$ cat src/hdl/ias_pkg.sv
// Package for the interval activity selector.
// Holds default parameters and the sequencer state type; no dependencies.
package ias_pkg;
  localparam int MaxMeetingsDef = 64;
  localparam int TimeWidthDef   = 32;
  localparam int NumWidth       = 7;
  localparam int FieldWidth     = 32;

  typedef enum logic [1:0] {
    ST_LOAD,
    ST_SCAN,
    ST_EMIT
  } state_t;
endpackage

$ cat src/hdl/ias_if.sv
// Valid/ready channel interfaces for the interval activity selector.
// Depends on ias_pkg for field widths.
interface ias_in_if import ias_pkg::*; ();
  logic                         valid;
  logic                         ready;
  logic signed [FieldWidth-1:0] start_time;
  logic signed [FieldWidth-1:0] finish_time;
  logic                         last_interval;
  modport source (output valid, start_time, finish_time, last_interval, input ready);
  modport sink   (input valid, start_time, finish_time, last_interval, output ready);
endinterface

interface ias_out_if import ias_pkg::*; ();
  logic                valid;
  logic                ready;
  logic [NumWidth-1:0] interval_number;
  logic                last_selected;
  logic                overflow;
  modport source (output valid, interval_number, last_selected, overflow, input ready);
  modport sink   (input valid, interval_number, last_selected, overflow, output ready);
endinterface

$ cat src/hdl/interval_activity_selector_core.sv
// Interval activity selector, top level (greedy earliest-finish selection).
// Depends on ias_pkg and the channel interfaces in ias_if.sv.
//
//   channel   | dir | payload
//   in_ch     | in  | start_time, finish_time, last_interval
//   out_ch    | out | interval_number, last_selected, overflow
//
// Load: one interval transaction per cycle, written into the time memory.
// Select: each scan pass reads all n loaded entries (registered memory read)
//   and picks the next interval in (finish, arrival) order whose start is
//   past the current finish.
// A stalled output holds the walk. No input is taken until the final result
//   is accepted.
// Reset (rst, synchronous) clears control state only; memory holds no reset.
module interval_activity_selector_core
  import ias_pkg::*;
#(
  parameter int MAX_MEETINGS = MaxMeetingsDef,
  parameter int TIME_WIDTH   = TimeWidthDef
) (
  input  logic       clk,
  input  logic       rst,
  ias_in_if.sink     in_ch,
  ias_out_if.source  out_ch
);
  localparam int AW = $clog2(MAX_MEETINGS);
  localparam int CW = $clog2(MAX_MEETINGS + 1);

  // Time store: one memory holds {start, finish} per arrival index.
  logic [2*TIME_WIDTH-1:0] time_mem [MAX_MEETINGS];

  state_t state, state_next;
  logic [CW-1:0] loaded_count;
  logic          overflow_seen;

  // Scan pipeline: address issue, then registered data in the next cycle
  logic [CW-1:0]           scan_addr;
  logic                    rd_valid;
  logic [AW-1:0]           rd_idx;
  logic [2*TIME_WIDTH-1:0] t_rdata;

  // Current selection (last one found) and best candidate of this pass
  logic                         have_cur;
  logic [AW-1:0]                cur_idx;
  logic signed [TIME_WIDTH-1:0] cur_finish;
  logic                         found;
  logic [AW-1:0]                best_idx;
  logic signed [TIME_WIDTH-1:0] best_finish;

  // Result register, held while out_ch is stalled
  logic [NumWidth-1:0] res_num;
  logic                res_last;

  logic issue;
  logic scan_end;

  wire in_fire  = in_ch.valid && in_ch.ready;
  wire out_fire = out_ch.valid && out_ch.ready;
  assign in_ch.ready  = (state == ST_LOAD);
  assign out_ch.valid = (state == ST_EMIT);

  wire signed [TIME_WIDTH-1:0] rd_start  = t_rdata[2*TIME_WIDTH-1:TIME_WIDTH];
  wire signed [TIME_WIDTH-1:0] rd_finish = t_rdata[TIME_WIDTH-1:0];

  // Candidate must sort after the current selection (finish, then arrival)
  // and start strictly after its finish. The very first pass takes all.
  wire eligible = !have_cur ||
                  ((rd_start > cur_finish) &&
                   ((rd_finish > cur_finish) ||
                    ((rd_finish == cur_finish) && (rd_idx > cur_idx))));
  // Entries come in arrival order, so a strict compare keeps the lower index.
  wire better = !found || (rd_finish < best_finish);

  // Memory write on load, registered read during scans
  always_ff @(posedge clk) begin
    if (in_fire && loaded_count < CW'(MAX_MEETINGS)) begin
      time_mem[loaded_count[AW-1:0]] <= {TIME_WIDTH'(in_ch.start_time),
                                         TIME_WIDTH'(in_ch.finish_time)};
    end
    t_rdata <= time_mem[scan_addr[AW-1:0]];
  end

  // State register
  always_ff @(posedge clk) begin
    if (rst) begin
      state <= ST_LOAD;
    end else begin
      state <= state_next;
    end
  end

  // Next state and scan strobes
  always_comb begin
    state_next = state;
    issue      = 1'b0;
    scan_end   = 1'b0;
    case (state)
      ST_LOAD: begin
        if (in_fire && in_ch.last_interval) state_next = ST_SCAN;
      end
      ST_SCAN: begin
        if (scan_addr < loaded_count) begin
          issue = 1'b1;
        end else if (!rd_valid) begin
          // every entry evaluated; first pass only seeds the walk
          scan_end = 1'b1;
          if (have_cur) state_next = ST_EMIT;
        end
      end
      ST_EMIT: begin
        if (out_fire) state_next = res_last ? ST_LOAD : ST_SCAN;
      end
      default: state_next = ST_LOAD;
    endcase
  end

  // Datapath
  always_ff @(posedge clk) begin
    if (rst) begin
      loaded_count  <= '0;
      overflow_seen <= 1'b0;
      scan_addr     <= '0;
      rd_valid      <= 1'b0;
      have_cur      <= 1'b0;
      found         <= 1'b0;
    end else begin
      if (in_fire) begin
        if (loaded_count < CW'(MAX_MEETINGS)) loaded_count <= loaded_count + CW'(1);
        else overflow_seen <= 1'b1;
        if (in_ch.last_interval) begin
          scan_addr <= '0;
          found     <= 1'b0;
          have_cur  <= 1'b0;
        end
      end
      rd_valid <= issue;
      if (issue) begin
        rd_idx    <= scan_addr[AW-1:0];
        scan_addr <= scan_addr + CW'(1);
      end
      if (rd_valid && eligible && better) begin
        found       <= 1'b1;
        best_idx    <= rd_idx;
        best_finish <= rd_finish;
      end
      if (scan_end) begin
        // current selection goes out; it is final when nothing follows it
        if (have_cur) begin
          res_num  <= NumWidth'(cur_idx) + NumWidth'(1);
          res_last <= !found;
        end
        if (found) begin
          cur_idx    <= best_idx;
          cur_finish <= best_finish;
          have_cur   <= 1'b1;
        end
        if (!have_cur) begin
          scan_addr <= '0;
          found     <= 1'b0;
        end
      end
      if (out_fire) begin
        if (res_last) begin
          loaded_count  <= '0;
          overflow_seen <= 1'b0;
        end else begin
          scan_addr <= '0;
          found     <= 1'b0;
        end
      end
    end
  end

  assign out_ch.interval_number = res_num;
  assign out_ch.last_selected   = res_last;
  assign out_ch.overflow        = overflow_seen;
endmodule

$ cat src/flat_wrapper.sv
// flat-port wrapper written by rule: the top's interface ports become plain ports
module interval_activity_selector_core_flat import ias_pkg::*;
#(
  parameter int MAX_MEETINGS = MaxMeetingsDef,
  parameter int TIME_WIDTH   = TimeWidthDef
)
  (clk, rst, in_ch_valid, in_ch_start_time, in_ch_finish_time, in_ch_last_interval, in_ch_ready, out_ch_valid, out_ch_interval_number, out_ch_last_selected, out_ch_overflow, out_ch_ready);
  ias_in_if in_ch_i ();
  ias_out_if out_ch_i ();
  input  logic clk;
  input  logic rst;
  input wire logic [$bits(in_ch_i.valid)-1:0] in_ch_valid;
  input wire logic [$bits(in_ch_i.start_time)-1:0] in_ch_start_time;
  input wire logic [$bits(in_ch_i.finish_time)-1:0] in_ch_finish_time;
  input wire logic [$bits(in_ch_i.last_interval)-1:0] in_ch_last_interval;
  output wire logic [$bits(in_ch_i.ready)-1:0] in_ch_ready;
  output wire logic [$bits(out_ch_i.valid)-1:0] out_ch_valid;
  output wire logic [$bits(out_ch_i.interval_number)-1:0] out_ch_interval_number;
  output wire logic [$bits(out_ch_i.last_selected)-1:0] out_ch_last_selected;
  output wire logic [$bits(out_ch_i.overflow)-1:0] out_ch_overflow;
  input wire logic [$bits(out_ch_i.ready)-1:0] out_ch_ready;
  assign in_ch_i.valid = in_ch_valid;
  assign in_ch_i.start_time = in_ch_start_time;
  assign in_ch_i.finish_time = in_ch_finish_time;
  assign in_ch_i.last_interval = in_ch_last_interval;
  assign in_ch_ready = in_ch_i.ready;
  assign out_ch_valid = out_ch_i.valid;
  assign out_ch_interval_number = out_ch_i.interval_number;
  assign out_ch_last_selected = out_ch_i.last_selected;
  assign out_ch_overflow = out_ch_i.overflow;
  assign out_ch_i.ready = out_ch_ready;
  interval_activity_selector_core #(.MAX_MEETINGS(MAX_MEETINGS), .TIME_WIDTH(TIME_WIDTH)) u_core (.clk(clk), .rst(rst), .in_ch(in_ch_i), .out_ch(out_ch_i));
endmodule
$ cat config.mk
export PLATFORM = sky130hd
export DESIGN_NAME = interval_activity_selector_core_flat
export DESIGN_NICKNAME = d
export VERILOG_FILES = /design/src/hdl/ias_pkg.sv /design/src/hdl/ias_if.sv /design/src/hdl/interval_activity_selector_core.sv /design/src/flat_wrapper.sv
export SDC_FILE = /design/constraint.sdc
export NUM_CORES = 2
export LEC_CHECK = 0
export CAP_MARGIN = 20
export CORE_MARGIN = 2
export CORE_UTILIZATION = 63
export DETAILED_ROUTE_END_ITERATION = 8
export DONT_BUFFER_PORTS = 1
export MAX_ROUTING_LAYER = met4
export PLACE_DENSITY = 0.79
export SYNTH_ARGS = -nofsm -noshare
export SYNTH_HDL_FRONTEND = slang
export SYNTH_SLANG_ARGS = --single-unit
$ cat constraint.sdc
create_clock -name clk -period 9.45 [get_ports clk]
set_clock_uncertainty 0.15 [all_clocks]
set_input_delay 1.4175 -clock clk [delete_from_list [all_inputs] [get_ports clk]]
set_output_delay 1.4175 -clock clk [all_outputs]
set_load 0.02 [all_outputs]
---- After elaboration in Yosys (flattened, before gate mapping) ----
Memory sizes are Yosys's and may differ from the RTL's. A register that Yosys moved wholly into a read port is not among the register bits.
Cells that the tools add are included.
Widths: inputs -> output; s select.
storage, ports and cells
  flip-flop bits (word level) ............. 110
  bits in writable memories ............... 4096
  bits of input ports ..................... 69
  output and inout bits ................... 11
  word-level logic and storage cells ...... 92
  memories ................................ 1
cells by class
  add/sub/neg operators ................... 3
  order comparisons ....................... 6
  equal/unequal tests ..................... 8
  multiplexer cells ....................... 40
  bitwise logic cells ..................... 1
  reductions and logical operators ........ 19
memories
  memory           words  width  read ports  clocked after memory_dff  write ports  RTL line                               text
  u_core.time_mem  64     64     1           1                         1            interval_activity_selector_core.sv:30  logic [2*TIME_WIDTH-1:0] time_mem [MAX_MEETINGS];
operators by type and width
  kind                 count
  $mux 7               11
  $gt 32x32->1         2
  $eq 32x32->1         1
  $lt 32x32->1         1
  $mux 1               23
  $add 7x1->7 const B  2
  $mux 2               5
  $logic_and 1x1->1    8
  $ne 2x2->1 const B   4
  $add 6x1->7 const B  1
  $lt 7x7->1           1
  $lt 7x7->1 const B   1
  $gt 6x6->1           1
  $pmux 2 s3           1
  $reduce_and 3->1     2
  $reduce_and 5->1     1
  $reduce_and 2->1     2
  $logic_or 1x1->1     3
  $eq 2x1->1 const B   1
  $eq 2x2->1 const B   1
  $logic_not 1->1      2
  $logic_not 2->1      1
  $ne 2x1->1 const B   1
  $not 1->1            1

---- Depth between registers and ports, before layout ----
  depth in word-level cells ............... 12
  depth in mapped cells ................... 10
  depth with buffers taken out ............ 9

---- Worst setup path before layout ----
No wires, ideal clock.
  path kind ............................... reg2reg
  from .................................... register u_core.cur_finish[19]
  to ...................................... register u_core.best_finish[0], enable pin
  setup time .............................. 0.528 ns
  data arrival time ....................... 5.907 ns
  data required time ...................... 8.772 ns
  path slack .............................. 2.865 ns
  stages on the path, launching flop included .. 10
  path buffers ............................ 0
  period minus slack after synthesis ...... 6.585 ns
  cell sequence ........................... edfxtp_1 > inv_1 > ha_1 > a21oi_1 > o21ai_0 > a221o_1 > a2111o_1 > or4_1 > and3_1 > nor4_1
between the ends
  word-level cells in the longest chain between the ends .. 8
  elaborated cells on any way between the ends .. 10
  those cells by class .................... order compare (2); eq/ne (1); reduce/logical (7)
RTL lines
  element                                               RTL line                                text
  start, declared                                       interval_activity_selector_core.sv:45   logic signed [TIME_WIDTH-1:0] cur_finish;
  start signal, assigned                                interval_activity_selector_core.sv:154  cur_finish <= best_finish;
  branches (longest 3 deep; another with $gt 32x32->1)  -
  $logic_and 1x1->1 (*)                                 interval_activity_selector_core.sv:68   ((rd_start > cur_finish) &&
  $logic_or 1x1->1 (*)                                  interval_activity_selector_core.sv:67   wire eligible = !have_cur ||
  $logic_and 1x1->1 (*) (2 in a row)                    interval_activity_selector_core.sv:141  if (rd_valid && eligible && better) begin
  $reduce_and 2->1 (no source line) (*)                 -
  end signal, assigned                                  interval_activity_selector_core.sv:144  best_finish <= rd_finish;
  end, declared                                         interval_activity_selector_core.sv:48   logic signed [TIME_WIDTH-1:0] best_finish;
Every way passes the cells marked *.
A chain may end at the register's enable or synchronous reset.

---- Worst setup path in the final report ----
  from .................................... register u_core.state[0]
  to ...................................... memory u_core.time_mem[25][13] (netlist name), enable pin
between the ends
  word-level cells in the longest chain between the ends .. 5
RTL lines
  element                       RTL line                               text
  start, declared               interval_activity_selector_core.sv:32  state_t state, state_next;
  start signal, assigned        interval_activity_selector_core.sv:88  state <= state_next;
  $logic_not 2->1               interval_activity_selector_core.sv:59  assign in_ch.ready = (state == ST_LOAD);
  net in_ch_ready               flat_wrapper.sv:16                     output wire logic [$bits(in_ch_i.ready)-1:0] in_ch_ready;
  $logic_and 1x1->1             interval_activity_selector_core.sv:57  wire in_fire = in_ch.valid && in_ch.ready;
  $logic_and 1x1->1             interval_activity_selector_core.sv:76  if (in_fire && loaded_count < CW'(MAX_MEETINGS)) begin
  $mux 1                        interval_activity_selector_core.sv:76
  $mux 1 (not written as such)  interval_activity_selector_core.sv:77  time_mem[loaded_count[AW-1:0]] <= {TIME_WIDTH'(in_ch.start_time),
  end, declared                 interval_activity_selector_core.sv:30
The timed path passes the listed nets, and every way through them passes these cells.

==> flow_summary.json <==
{
  "setup_violations": 0,
  "setup.worst_path.start_class": "flop",
  "portBuffers": 0,
  "via_count": 80500,
  "drv_cap": 0,
  "insertion_delay_ns": 1.02,
  "clock_path_buffers": 4,
  "ys_seq_area_share_pct": 78.4,
  "comb_power_share_pct": 2.1,
  "end_kind": "flop",
  "first_iter_violations": 14000,
  "fin_nets": 6916,
  "start_util_pct": 63.3,
  "first_pass_iters": 8,
  "path_common_cell": "buf_4",
  "seq_power_share_pct": 55.1,
  "synth_edf_count": 4186,
  "final_common_cell": "edfxtp_1",
  "p_sw_mw": 7.70,
  "avgSynthCellArea_sq_um": 25.1,
  "rsz0062_at_grt": "no",
  "netlist_area_sq_um": 163000,
  "grt_start_max_net_pins": 131,
  "async_reset_ff_share_pct": 0,
  "routed_wl_mm": 471,
  "drt-vias-per-instance": 7.70,
  "rrSetupSlack_ns": 4.39,
  "track_usage_pct": 37.5,
  "power_density_nw_per_um2": 211,
  "worstMarginPinSlew_ns": 1.26,
  "fmax_ghz": 0.198,
  "slew_headroom_pct": 16.3,
  "post-route-period-util_pct": 53.6,
  "rows": 186,
  "critical_path.top_delay_family": "simple AND/OR/NAND/NOR gates",
  "slew_viol_final": 0,
  "crit_path_top_delay_cell": "nor2_4",
  "worstHoldPathType": "flop to flop",
  "overflow": 0,
  "cp_cell_sequence": "nor2_1, and2_1, and3_1, nand2_1, nor2_4, buf_4, buf_4",
  "root_buffer": "clkbuf_16",
  "postCtsHoldBufs": 0,
  "synthCells": 6466,
  "final_cell_mix": "4186 x edfxtp_1, 1344 x mux4_2, 416 x clkbuf_16",
  "die_h_um": 512,
  "worst-path-buf-inv": 2,
  "drive_gt1_share_pct": 30.8,
  "status": "complete, no violations",
  "core_sq_um": 257000,
  "drc_errors": 0,
  "hold_slack_ns": 0.272,
  "synth_fp_nets": 6645,
  "yosysWarnings": 0,
  "synth_flop_cell": "edfxtp_1",
  "drtAntennaViolNets": 0,
  "placed_cell_area_sq_um": 168000,
  "grt_first_pass_wirelength_mm": 649,
  "first_global_vias": 80800,
  "dp_hpwl_mm": 208,
  "ys_types": 56,
  "cts.repair_timing.setup_buffer_count": 0,
  "p_sw_share_pct": 20.2,
  "numCtsBuffers": 409,
  "clock-sinks": 4270,
  "clkPwrFrac_pct": 42.7,
  "power.leakage_nw": 54.2,
  "worstPathRequired_ns": 9.88,
  "ioPinCount": 80,
  "p_int_mw": 30.4,
  "crit_fanout": 27,
  "ctsResizeCount": 0,
  "fin_area_sq_um": 181000,
  "clk_pin_slew_worst_paths_ns": 0.07,
  "post-route-util_pct": 70.4,
  "slowest_delay_ns": 0.97,
  "vdd_drop_max_mv": 0.328,
  "synthToLayoutAreaGrowth_pct": 11.1,
  "cts_htree_levels": 5,
  "period_minus_slack_ns": 5.06,
  "die_area_sq_um": 262000,
  "path_class": "flop to flop",
  "ys_ff_latch": 4270,
  "cp.arrival_ns": 5.49,
  "wire_per_inst_um": 45.1,
  "finalHoldViolCount": 0,
  "cts_tree": "yes",
  "die_x_um": 512,
  "tns_ns": 0,
  "antenna_found_initial": 16,
  "gp_congestion": 0.897
}
[synth_stat cells (all sizes together), types with 3 or more instances]
cell,number,area [sq um]
edfxtp,4186,126000
mux4,1344,30300
clkbuf,180,676
buf,127,642
ha,110,1380
nor2,95,357
inv,86,323
dfxtp,84,1680
a21oi,47,235
nand2,42,158
nand3,24,120
nand4,16,100
o21ai,16,80.1
xnor2,10,87.6
a21o,9,67.6
nand2b,8,50.1
nor2b,7,43.8
nor3,7,35.0
a211oi,5,42.5
and4,5,43.8
o211ai,5,37.5
a2111oi,4,35.0
a31o,4,35.0
and3,4,25.0
nor4,4,25.0
nand3b,3,22.5
[cell families after synthesis]
kind of cell    synth area share [%]
compound gates                 0.443
xor+xnor                      0.0593
fa+ha+maj                      0.847
buf+inv                         1.01
flops                           78.4
mux                             18.6
simple gates                   0.640
[worst register-to-register path, delay by kind of cell (launching register included)]
kind | cells | cell delay (ns)
flops | 1 | 0.36
simple gates | 5 | 2.69
buf+inv | 2 | 1.34
[state kept, by name, indices dropped and copies added (netlist names), 7 cells and up]
signal	count
u_core.loaded_count	7
u_core.t_rdata	64
u_core.cur_finish	32
u_core.scan_addr	7
u_core.time_mem	4096
u_core.out_ch.interval_number	7
u_core.best_finish	32
[metrics by stage]
step                power, mW  std cells  setup slack, ns
finish                   38.1      10500             4.39
global route             38.8      10500             4.45
CTS                      38.1      10400             4.49
detailed placement       22.2       9705             4.35
global placement         22.1       9703             4.38
floorplan                21.9       6466             2.86
[routing by layer]
metal  vias to the layer above  routed length (um)  part of all wire [%]  global-route usage [%]
met4                         0               28400                   6.0                    18.6
li1                      28600                   -                     -                       -
met2                      7908              233000                    49                    58.3
met1                     42400              148000                    31                    46.7
met5                         -                   0                     0                       -
met3                      1536               61600                    13                    9.39
[final timing paths]
check / end / cells after the start / start
setup / recovery: u_core.time_mem[25][13]$_DFFE_PP_ / 7 / u_core.state[0]$_SDFFE_PP0P_
setup reg to reg: u_core.time_mem[25][13]$_DFFE_PP_ / 7 / u_core.state[0]$_SDFFE_PP0P_
hold / removal: u_core.cur_idx[4]$_DFFE_PP_ / 0 / u_core.best_idx[4]$_DFFE_PP_
hold reg to reg: u_core.cur_idx[4]$_DFFE_PP_ / 0 / u_core.best_idx[4]$_DFFE_PP_
[area by class of cell]
class                      count  area [sq um]
clock inverter               208          1900
antenna                       16          40.0
timing repair buffer         167          1650
fill                       13300         76100
tap                         3384          4230
clock buffer                 522         11000
multi-input combinational   1802         34000
sequential                  4270        127000
inverter                      87           327
[power groups by stage]
stage	Sequential [mW]	Combinational (mW)	Clock [mW]
after floorplan	21.3	0.577	0
after global placement	21.4	0.750	0
after global routing	21.0	0.846	16.9
final	21.0	0.812	16.3
after CTS	21.0	0.809	16.3
after detailed placement	21.4	0.767	0
No activity file was read; power rests on OpenSTA's default activity.
